--- config.mk ---
export PLATFORM = sky130hd
export DESIGN_NAME = largest_primes_below_bound_core
export DESIGN_NICKNAME = d
export VERILOG_FILES = /design/src/rtl/core/lpb_pkg.sv /design/src/rtl/core/lpb_rem.sv /design/src/rtl/core/largest_primes_below_bound_core.sv
export SDC_FILE = /design/constraint.sdc
export NUM_CORES = 1
export LEC_CHECK = 0
export BUFFER_PORTS_ARGS = -buffer_cell sky130_fd_sc_hd__buf_2
export CAP_MARGIN = 20
export CORE_MARGIN = 2
export CORE_UTILIZATION = 36
export CTS_BUF_LIST = sky130_fd_sc_hd__clkbuf_4
export CTS_CLUSTER_SIZE = 16
export DETAILED_ROUTE_END_ITERATION = 16
export GPL_TIMING_DRIVEN = 0
export HOLD_SLACK_MARGIN = 0.06
export SKIP_LAST_GASP = 1
export SLEW_MARGIN = 20
export SYNTH_ARGS = -nofsm -noshare
export SYNTH_HDL_FRONTEND = slang
export SYNTH_SLANG_ARGS = --single-unit
export TNS_END_PERCENT = 100
--- constraint.sdc ---
create_clock -name aclk -period 8.2 [get_ports aclk]
set_input_delay 0.82 -clock aclk [delete_from_list [all_inputs] [get_ports aclk]]
set_output_delay 0.82 -clock aclk [all_outputs]
set_load 0.03 [all_outputs]
--- src/rtl/core/lpb_pkg.sv ---
// ----------------------------------------------------------------------------
// lpb_pkg: shared types and constants for the prime search core
// Value width, derived widths, sequencer states and remainder unit bundles.
// ----------------------------------------------------------------------------
`default_nettype none

package lpb_pkg;

    // width of bound and result values
    localparam int VALUE_BITS = 31;
    // square of the divisor may pass the candidate by one step
    localparam int SQ_BITS    = VALUE_BITS + 1;
    // bit counter for the remainder unit
    localparam int CNT_BITS   = $clog2(VALUE_BITS);

    // smallest prime and first trial divisor, smallest bound that is searched, and that divisor's square
    localparam logic [VALUE_BITS-1:0] FIRST_PRIME = VALUE_BITS'(2);
    localparam logic [VALUE_BITS-1:0] MIN_BOUND   = VALUE_BITS'(3);
    localparam logic [SQ_BITS-1:0]    FIRST_SQ    = SQ_BITS'(4);

    typedef logic [VALUE_BITS-1:0] value_t;

    // search sequencer states
    typedef enum logic [2:0] {
        ST_IDLE,
        ST_CAND,
        ST_TEST,
        ST_DIV,
        ST_OUT
    } state_t;

    // request to the remainder unit
    typedef struct packed {
        logic   start;
        value_t dividend;
        value_t divisor;
    } rem_req_t;

    // status from the remainder unit
    typedef struct packed {
        logic done;
        logic is_zero;
    } rem_rsp_t;

endpackage

`default_nettype wire

--- src/rtl/core/lpb_rem.sv ---
// ----------------------------------------------------------------------------
// lpb_rem: bit-serial remainder unit
// Restoring division, one dividend bit per cycle; reports whether the
// remainder is zero with a one-cycle done pulse.
// ----------------------------------------------------------------------------
`default_nettype none

module lpb_rem (
    input  wire               aclk,
    input  wire               aresetn,
    input  wire lpb_pkg::rem_req_t req,
    output lpb_pkg::rem_rsp_t rsp
);
    import lpb_pkg::*;

    logic                busy_reg, busy_next;
    logic                done_reg, done_next;
    logic [CNT_BITS-1:0] cnt_reg, cnt_next;
    value_t              r_reg, r_next;
    value_t              q_reg, q_next;
    value_t              d_reg, d_next;

    logic [VALUE_BITS:0] trial;
    logic [VALUE_BITS:0] diff;
    logic                ge;

    // one restoring step: shift in the next dividend bit, subtract if it fits
    assign trial = {r_reg, q_reg[VALUE_BITS-1]};
    assign ge    = (trial >= {1'b0, d_reg});
    assign diff  = trial - {1'b0, d_reg};

    always_comb begin
        busy_next = busy_reg;
        done_next = 1'b0;
        cnt_next  = cnt_reg;
        r_next    = r_reg;
        q_next    = q_reg;
        d_next    = d_reg;
        if (req.start && !busy_reg) begin
            busy_next = 1'b1;
            cnt_next  = CNT_BITS'(VALUE_BITS - 1);
            r_next    = '0;
            q_next    = req.dividend;
            d_next    = req.divisor;
        end else if (busy_reg) begin
            r_next = ge ? diff[VALUE_BITS-1:0] : trial[VALUE_BITS-1:0];
            q_next = {q_reg[VALUE_BITS-2:0], 1'b0};
            if (cnt_reg == '0) begin
                busy_next = 1'b0;
                done_next = 1'b1;
            end else begin
                cnt_next = cnt_reg - 1'b1;
            end
        end
    end

    // control registers
    always_ff @(posedge aclk) begin
        if (!aresetn) begin
            busy_reg <= 1'b0;
            done_reg <= 1'b0;
            cnt_reg  <= '0;
        end else begin
            busy_reg <= busy_next;
            done_reg <= done_next;
            cnt_reg  <= cnt_next;
        end
    end

    // datapath registers
    always_ff @(posedge aclk) begin
        r_reg <= r_next;
        q_reg <= q_next;
        d_reg <= d_next;
    end

    assign rsp.done    = done_reg;
    assign rsp.is_zero = (r_reg == '0);

    // partial remainder always stays below the divisor
    a_rem_below_div: assert property (@(posedge aclk) disable iff (!aresetn)
        busy_reg |-> (r_reg < d_reg))
        else $error("partial remainder not reduced");

    // done is a single pulse that ends a busy run
    a_done_pulse: assert property (@(posedge aclk) disable iff (!aresetn)
        done_reg |-> (!busy_reg && $past(busy_reg)))
        else $error("done without a finished division");

    // a division runs its full length once started
    a_busy_len: assert property (@(posedge aclk) disable iff (!aresetn)
        (busy_reg && cnt_reg != '0) |=> busy_reg)
        else $error("division ended early");

endmodule

`default_nettype wire

--- src/rtl/core/largest_primes_below_bound_core.sv ---
// ----------------------------------------------------------------------------
// largest_primes_below_bound_core: largest two primes below a bound
// Scans candidates downward from bound-1 and tests each by trial division,
// sharing one bit-serial remainder unit under a small sequencer.
// ----------------------------------------------------------------------------
// Sequence: each trial divisor takes a test step and a remainder unit run,
//   each candidate a candidate step, and each bound an accept step in idle
//   and a deliver step in the output state.
// Throughput: one bound at a time; s_ready is high only while the sequencer
//   is idle. A finished result waits in the output register meanwhile.
// Reset: aresetn is synchronous, active low; clears sequencer and output valid flag.
// ----------------------------------------------------------------------------
`default_nettype none

module largest_primes_below_bound_core (
    input  wire                    aclk,
    input  wire                    aresetn,
    input  wire                    s_valid,
    output logic                   s_ready,
    input  wire  lpb_pkg::value_t  s_bound,
    output logic                   m_valid,
    input  wire                    m_ready,
    output lpb_pkg::value_t        m_largest_prime,
    output lpb_pkg::value_t        m_second_prime
);
    import lpb_pkg::*;

    state_t              state_reg, state_next;
    value_t              cand_reg, cand_next;
    value_t              d_reg, d_next;
    logic [SQ_BITS-1:0]  sq_reg, sq_next;
    value_t              first_reg, first_next;
    value_t              second_reg, second_next;
    logic                m_valid_reg, m_valid_next;
    value_t              m_largest_reg, m_largest_next;
    value_t              m_second_reg, m_second_next;

    rem_req_t            rem_req;
    rem_rsp_t            rem_rsp;

    // shared remainder unit
    lpb_rem u_rem (
        .aclk    (aclk),
        .aresetn (aresetn),
        .req     (rem_req),
        .rsp     (rem_rsp)
    );

    // search sequencer
    always_comb begin
        state_next     = state_reg;
        cand_next      = cand_reg;
        d_next         = d_reg;
        sq_next        = sq_reg;
        first_next     = first_reg;
        second_next    = second_reg;
        m_valid_next   = m_valid_reg;
        m_largest_next = m_largest_reg;
        m_second_next  = m_second_reg;
        rem_req.start    = 1'b0;
        rem_req.dividend = cand_reg;
        rem_req.divisor  = d_reg;

        // output beat taken
        if (m_valid_reg && m_ready) begin
            m_valid_next = 1'b0;
        end

        case (state_reg)
            ST_IDLE: begin
                if (s_valid) begin
                    first_next  = '0;
                    second_next = '0;
                    cand_next   = s_bound - 1'b1;
                    state_next  = (s_bound >= MIN_BOUND) ? ST_CAND : ST_OUT;
                end
            end
            ST_CAND: begin
                d_next  = FIRST_PRIME;
                sq_next = FIRST_SQ;
                state_next = (cand_reg < FIRST_PRIME) ? ST_OUT : ST_TEST;
            end
            ST_TEST: begin
                if (sq_reg > {1'b0, cand_reg}) begin
                    // no divisor up to the square root: prime
                    if (first_reg == '0) begin
                        first_next = cand_reg;
                        cand_next  = cand_reg - 1'b1;
                        state_next = ST_CAND;
                    end else begin
                        second_next = cand_reg;
                        state_next  = ST_OUT;
                    end
                end else begin
                    rem_req.start = 1'b1;
                    state_next    = ST_DIV;
                end
            end
            ST_DIV: begin
                if (rem_rsp.done) begin
                    if (rem_rsp.is_zero) begin
                        cand_next  = cand_reg - 1'b1;
                        state_next = ST_CAND;
                    end else begin
                        // (d+1)^2 = d^2 + 2d + 1
                        sq_next    = sq_reg + {d_reg, 1'b1};
                        d_next     = d_reg + 1'b1;
                        state_next = ST_TEST;
                    end
                end
            end
            ST_OUT: begin
                if (!m_valid_reg || m_ready) begin
                    m_valid_next   = 1'b1;
                    m_largest_next = first_reg;
                    m_second_next  = second_reg;
                    state_next     = ST_IDLE;
                end
            end
            default: begin
                state_next = ST_IDLE;
            end
        endcase
    end

    // control registers
    always_ff @(posedge aclk) begin
        if (!aresetn) begin
            state_reg   <= ST_IDLE;
            m_valid_reg <= 1'b0;
        end else begin
            state_reg   <= state_next;
            m_valid_reg <= m_valid_next;
        end
    end

    // datapath registers
    always_ff @(posedge aclk) begin
        cand_reg      <= cand_next;
        d_reg         <= d_next;
        sq_reg        <= sq_next;
        first_reg     <= first_next;
        second_reg    <= second_next;
        m_largest_reg <= m_largest_next;
        m_second_reg  <= m_second_next;
    end

    assign s_ready         = (state_reg == ST_IDLE);
    assign m_valid         = m_valid_reg;
    assign m_largest_prime = m_largest_reg;
    assign m_second_prime  = m_second_reg;

    // a division is only started while the divisor square fits the candidate
    a_div_in_range: assert property (@(posedge aclk) disable iff (!aresetn)
        (state_reg == ST_DIV) |-> (sq_reg <= {1'b0, cand_reg} && d_reg >= FIRST_PRIME))
        else $error("trial divisor out of range");

    // a nonzero second prime is always below the first
    a_order: assert property (@(posedge aclk) disable iff (!aresetn)
        (m_valid_reg && m_second_reg != '0) |-> (m_largest_reg > m_second_reg))
        else $error("result primes out of order");

    // a pending result beat is not overwritten
    a_hold: assert property (@(posedge aclk) disable iff (!aresetn)
        (m_valid_reg && !m_ready) |=> $stable(m_largest_reg) && $stable(m_second_reg))
        else $error("pending result overwritten");

    // the squared divisor tracks the divisor
    a_square: assert property (@(posedge aclk) disable iff (!aresetn)
        (state_reg == ST_TEST) |-> (sq_reg == SQ_BITS'(d_reg) * SQ_BITS'(d_reg)))
        else $error("divisor square out of step");

endmodule

`default_nettype wire
---- After elaboration in Yosys (flattened, before gate mapping) ----
Cells that the tools add are included.
W data, S select, Z words.
cells by class
  bitwise operators ....................... 3
  muxes and demuxes ....................... 43
  add/sub/neg operators ................... 6
  equality and inequality tests ........... 13
  order comparisons ....................... 4
  reduce and logical (&&, ||, !) cells .... 23
operator list
  kind                     number
  $mux W31                 15
  $pmux W31 S2             3
  $pmux W31 S3             1
  $mux W32                 2
  $pmux W32 S2             1
  $logic_not A31 Y1        2
  $sub A31 B1 Y31 const B  2
  $add A32 B32 Y32         1
  $ge A32 B31 Y1           1
  $gt A32 B31 Y1           1
  $add A31 B1 Y31 const B  1
  $ge A31 B2 Y1 const B    1
  $lt A31 B2 Y1 const B    1
  $sub A31 B31 Y31         1
  $mux W3                  7
  $mux W5                  3
  $pmux W3 S5              1
  $ne A2 B2 Y1 const B     7
  $mux W1                  9
  $reduce_and A4 Y1        2
  $eq A3 B2 Y1 const B     2
  $reduce_and A2 Y1        3
  $reduce_and A3 Y1        2
  $reduce_and A6 Y1        1
  15 further kinds         22
storage, ports and cells
  logic and storage cells ................. 108
  output and inout port bits .............. 64
  flip-flop bits (word level) ............. 322

---- Logic depth before layout (Yosys ltp) ----
  word-level depth ........................ 6
  mapped depth ............................ 17
  gate-level depth less buffers ........... 12

---- Hierarchy ----
From an unflattened synthesis, not the netlist that was laid out.
second synthesis, totals
  cell total of the unflattened synthesis .. 1515
  area, all modules ....................... 17096.4 um^2
modules (own cells, without submodules)
  module                           sequential area each (um^2)  cells an instance  instances  area each (um^2)
  largest_primes_below_bound_core  6626.4                       974                1          11424.7
  lpb_rem                          2622.5                       541                1          5671.7

---- Worst setup path before layout ----
Ideal clock, no wire load.
  kind .................................... reg-to-reg
  start ................................... register state_reg[0]
  end ..................................... register d_reg[0] (enable)
  buffers on the path ..................... 1
  library setup time ...................... 0.581 ns
  path slack .............................. 2.134 ns
  arrival ................................. 5.486 ns
  cell stages (with the launch flop) ...... 5
  cells stage by stage .................... dfxtp_1 > clkbuf_1 > inv_1 > nor2_1 > a21boi_0
between the ends
  cells in the longest elaborated chain, start to end .. 3
  elaborated cells on any way between the ends .. 6
  those cells by class .................... eq/ne (4); reduce/logical (2)
ends and longest elaborated chain
  what                                                   RTL line                                text
  start: declaration                                     largest_primes_below_bound_core.sv:28   state_t state_reg, state_next;
  start signal: assignment                               largest_primes_below_bound_core.sv:132  state_reg <= state_next;
  $eq A3 B2 Y1 or $eq A3 B1 Y1 (tied branches)           largest_primes_below_bound_core.sv:69   case (state_reg)
  $ne A2 B2 Y1 (no source line) (tied with other cells)  n/a
  $reduce_and A3 Y1 (no source line) *                   n/a
  end signal: assignment                                 largest_primes_below_bound_core.sv:140  d_reg <= d_next;
  end: declaration                                       largest_primes_below_bound_core.sv:30   value_t d_reg, d_next;
Mark *: on every way between the ends. The rest lies on a longest branch, timed or not.
A chain may end at the register's enable or synchronous reset.

---- Worst setup path after layout ----
  start ................................... register state_reg[2]
  end ..................................... register cand_reg[30], data pin
between the ends
  cells in the longest elaborated chain, start to end .. 2
  elaborated cells on any way between the ends .. 4
  those cells by class .................... eq/ne (2); mux (1); reduce/logical (1)
ends and longest elaborated chain
  what                                              RTL line                                text
  $eq A3 B2 Y1 or $logic_not A3 Y1 (tied branches)  largest_primes_below_bound_core.sv:69
  $pmux W31 S3 *                                    largest_primes_below_bound_core.sv:69
  named net cand_next[30]                           largest_primes_below_bound_core.sv:29   value_t cand_reg, cand_next;
  end signal: assignment                            largest_primes_below_bound_core.sv:139  cand_reg <= cand_next;
  end: declaration                                  largest_primes_below_bound_core.sv:29
Mark *: on every way through the listed nets, which the timed path passes. The rest lies on a longest branch.

==> results.toml <==
[finish]
final_common_cell = "edfxtp_1"
final_cell_count_no_fill = 2380
final_area_sq_mm = 0.0195
final_core_util_pct = 42.0
mostFrequentLayoutCells = "edfxtp_1 (280), nor2_1 (163), clkbuf_4 (136), a21oi_1 (100), buf_2 (100)"
syn_to_final_growth_pct = 15.3
layout.nets = 1838
largest_reg_flops = 32
drive_above_1_share_pct = 17.8

[synth]
synth-seq-cells = 322
ys_seq_area_share_pct = 54.6
synthFlopType = "edfxtp_1"
ys_types = 77
netlist_instances = 1508
synth-edff-count = 280
synth_top_family_by_area = "simple AND/OR/NAND/NOR gates"
syn_nets = 1640
netlist_area_sq_mm = 0.0169
synth_warnings = 0
async_flop_share_pct = 0
synth_xor_area_share_pct = 5.54
synthSimpleGateAreaFrac_pct = 14.1
synth_compound_area_share_pct = 12.2
synthAdderAreaFrac_pct = 7.26
synth_area_per_cell_sq_um = 11.2
synthMuxAreaShare_pct = 3.18

[worst_setup_path]
worstSetupPathType = "reg2reg"
cp-end-kind = "flip-flop"
cp.arrival_ns = 6.10
cp_max_fo = 10
cp-start-kind = "flip-flop"
r2r.worst_path.cells = 17
cp_data_required_time_ns = 8.71

[pwr]
p_per_area_mw_per_mm2 = 357
peakVddDrop_v = 0.000156
power_switching_w = 0.00271
p_leak_nw = 7.58
power.internal_w = 0.00425
power_frac_clock_pct = 21.1
p_seq_share_pct = 40.0
switching_share_pct = 39.0
pwr-share-comb_pct = 38.9

[floorplan]
ioPinCount = 99
fp.dieW_um = 221
die-area_sq_mm = 0.0488
die_h_um = 221
start_util_pct = 36.4
num_rows = 79
core_sq_mm = 0.0465

[global_route]
grt_max_degree = 33
grtUsageTotal_pct = 17.6
antenna_found_initial = 2
grt-ovfl-total = 0
grt_pass1_vias = 12500
grt_pass1_wl_um = 68800

[sta]
fin_skew_ns = 0.0597
setup_violations = 0
period_minus_slack_ns = 5.59
fin_ws_ns = 2.61
holdWs_ns = 0.412
fin_crit_sh_pct = 68.2
timing.fmax_mhz = 179
hold_violations = 0
worstMarginPinSlew_ns = 0.909
rsz0062_at_grt = "false"
maxSlewViolCount = 0
relSlewSlack_pct = 38.4

[clock_network]
cts_tree = "built"
cts_max_level = 3
cts_resized = 0
cts.sinks = 322
insertion_delay_ns = 0.78
holdBufCountCts = 0
root_buffer = "clkbuf_4"
cts_made_buffers = 87
max-clock-path-buffers = 3
cts_setup_buffers = 0
cts.clk_slew.worst_paths_ns = 0.07

[placement]
place_ws_ns = 2.80
hpwlAfterDp_um = 32600
io_buffers = 98
place_congestion = 0.896
dpl_cell_area_sq_mm = 0.0184
place_inst = 2224

[status]
outcome = "complete, no violations"

[min_path]
min_path_cells = 0
hold_class = "reg2reg"

[detailed_routing]
wire_per_inst_um = 18.4
vias = 12700
avgViaCountPerCell = 5.33
drtPass1Iterations = 7
drc = 0
ant_nets = 0
routed_wl_um = 43700
drtIter0Drc = 911

[run]
maxCapViolations = 0
## critical path: stages, from the launching register on
cell and delay, ns:
dfxtp_1 0.47, nand2b_1 0.17, buf_6 0.15, buf_8 0.16
clkbuf_1 0.46, clkbuf_1 0.46, buf_1 0.62, clkbuf_1 0.63
nor2_1 0.08, a21oi_1 0.15, ha_1 0.23, nand3b_1 0.22
nand2b_4 0.23, or2_4 0.28, or3b_4 0.43, or2_4 0.29
nor3_2 0.20, xnor2_1 0.09
## cells by family (layout without fill, tap and decap cells)
kind of cell / Yosys count / after routing
other: 0 / 3
adder cells (fa/ha/maj): 97 / 97
flip-flops: 322 / 322
multiplexers: 48 / 48
AO/OA/AOI/OAI: 319 / 319
AND/OR/NAND/NOR: 480 / 480
buffers and inverters: 135 / 397
XOR/XNOR: 107 / 107
## cell type report
type / instances / area, sq um
Multi-Input combinational cell: 1051 / 7180
Buffer: 46 / 194
Timing Repair Buffer: 109 / 662
Inverter: 89 / 334
Tap cell: 607 / 759
Clock buffer: 136 / 1020
Antenna cell: 3 / 7.51
Sequential cell: 322 / 9250
Clock inverter: 17 / 109
Fill cell: 4486 / 26900
## power by group through the flow
stage          sequential (W)  combinational (W)  clock (W)
2_1_floorplan         0.00275            0.00188          0
3_3_place_gp          0.00287            0.00251          0
3_5_place_dp          0.00281            0.00267          0
4_1_cts               0.00278            0.00269    0.00151
5_1_grt               0.00284            0.00300    0.00160
6_report              0.00278            0.00271    0.00147
## synth_stat cells (3+ instances only)
master / count / area share [%]
a211o_1: 5 / 0.26
a211oi_1: 8 / 0.35
a21boi_0: 5 / 0.22
a21o_1: 39 / 1.7
a21oi_1: 100 / 3.0
a221o_1: 3 / 0.18
a221oi_1: 3 / 0.16
a22o_1: 4 / 0.21
a31oi_1: 8 / 0.30
and2_1: 7 / 0.26
and3_1: 11 / 0.41
and4_1: 4 / 0.21
buf_1: 4 / 0.089
clkbuf_1: 38 / 0.84
dfxtp_1: 42 / 5.0
edfxtp_1: 280 / 50
ha_1: 95 / 7.0
inv_1: 87 / 1.9
mux2_2: 30 / 2.0
mux2i_1: 15 / 0.89
nand2_1: 69 / 1.5
nand2b_1: 16 / 0.59
nand3_1: 30 / 0.89
nand3b_1: 3 / 0.13
nand4_1: 28 / 1.0
nor2_1: 164 / 3.6
nor2b_1: 16 / 0.59
nor3_1: 67 / 2.0
nor3b_1: 6 / 0.27
nor4_1: 26 / 0.96
o211ai_1: 5 / 0.22
o21a_1: 16 / 0.71
o21ai_0: 63 / 1.9
o21bai_1: 10 / 0.44
o22ai_1: 3 / 0.11
o2bb2ai_1: 14 / 0.72
o31a_1: 4 / 0.21
o31ai_1: 9 / 0.40
or2_2: 4 / 0.15
or3_1: 14 / 0.52
xnor2_1: 57 / 2.9
xor2_1: 50 / 2.6
## metal layers
metal	global-route usage [%]	vias to the layer above	routed length, um	part of all wire [%]
met5	0	-	0	0
met4	5.67	0	901	2.1
met3	3.27	72	2660	6.1
met2	27.9	418	20100	46
met1	24.5	6142	20000	46
li1	-	6049	-	-
## path summary, 6_finish.rpt
path	startpoint	end	slack, ns
worst max register to register	state_reg[2]	cand_reg[30]	2.61
worst max-delay path	state_reg[2]	cand_reg[30]	2.61
worst min register to register	second_reg[25]	m_second_prime[25]	0.41
worst min-delay path	second_reg[25]	m_second_prime[25]	0.41
## stage by stage
stage	power (W)	TNS, ns
final	0.00696	0
after CTS	0.00698	0
after floorplan	0.00463	0
after global routing	0.00743	0
after detailed placement	0.00548	0
after global placement	0.00539	-25.96
(Power assumes the default switching activity.)
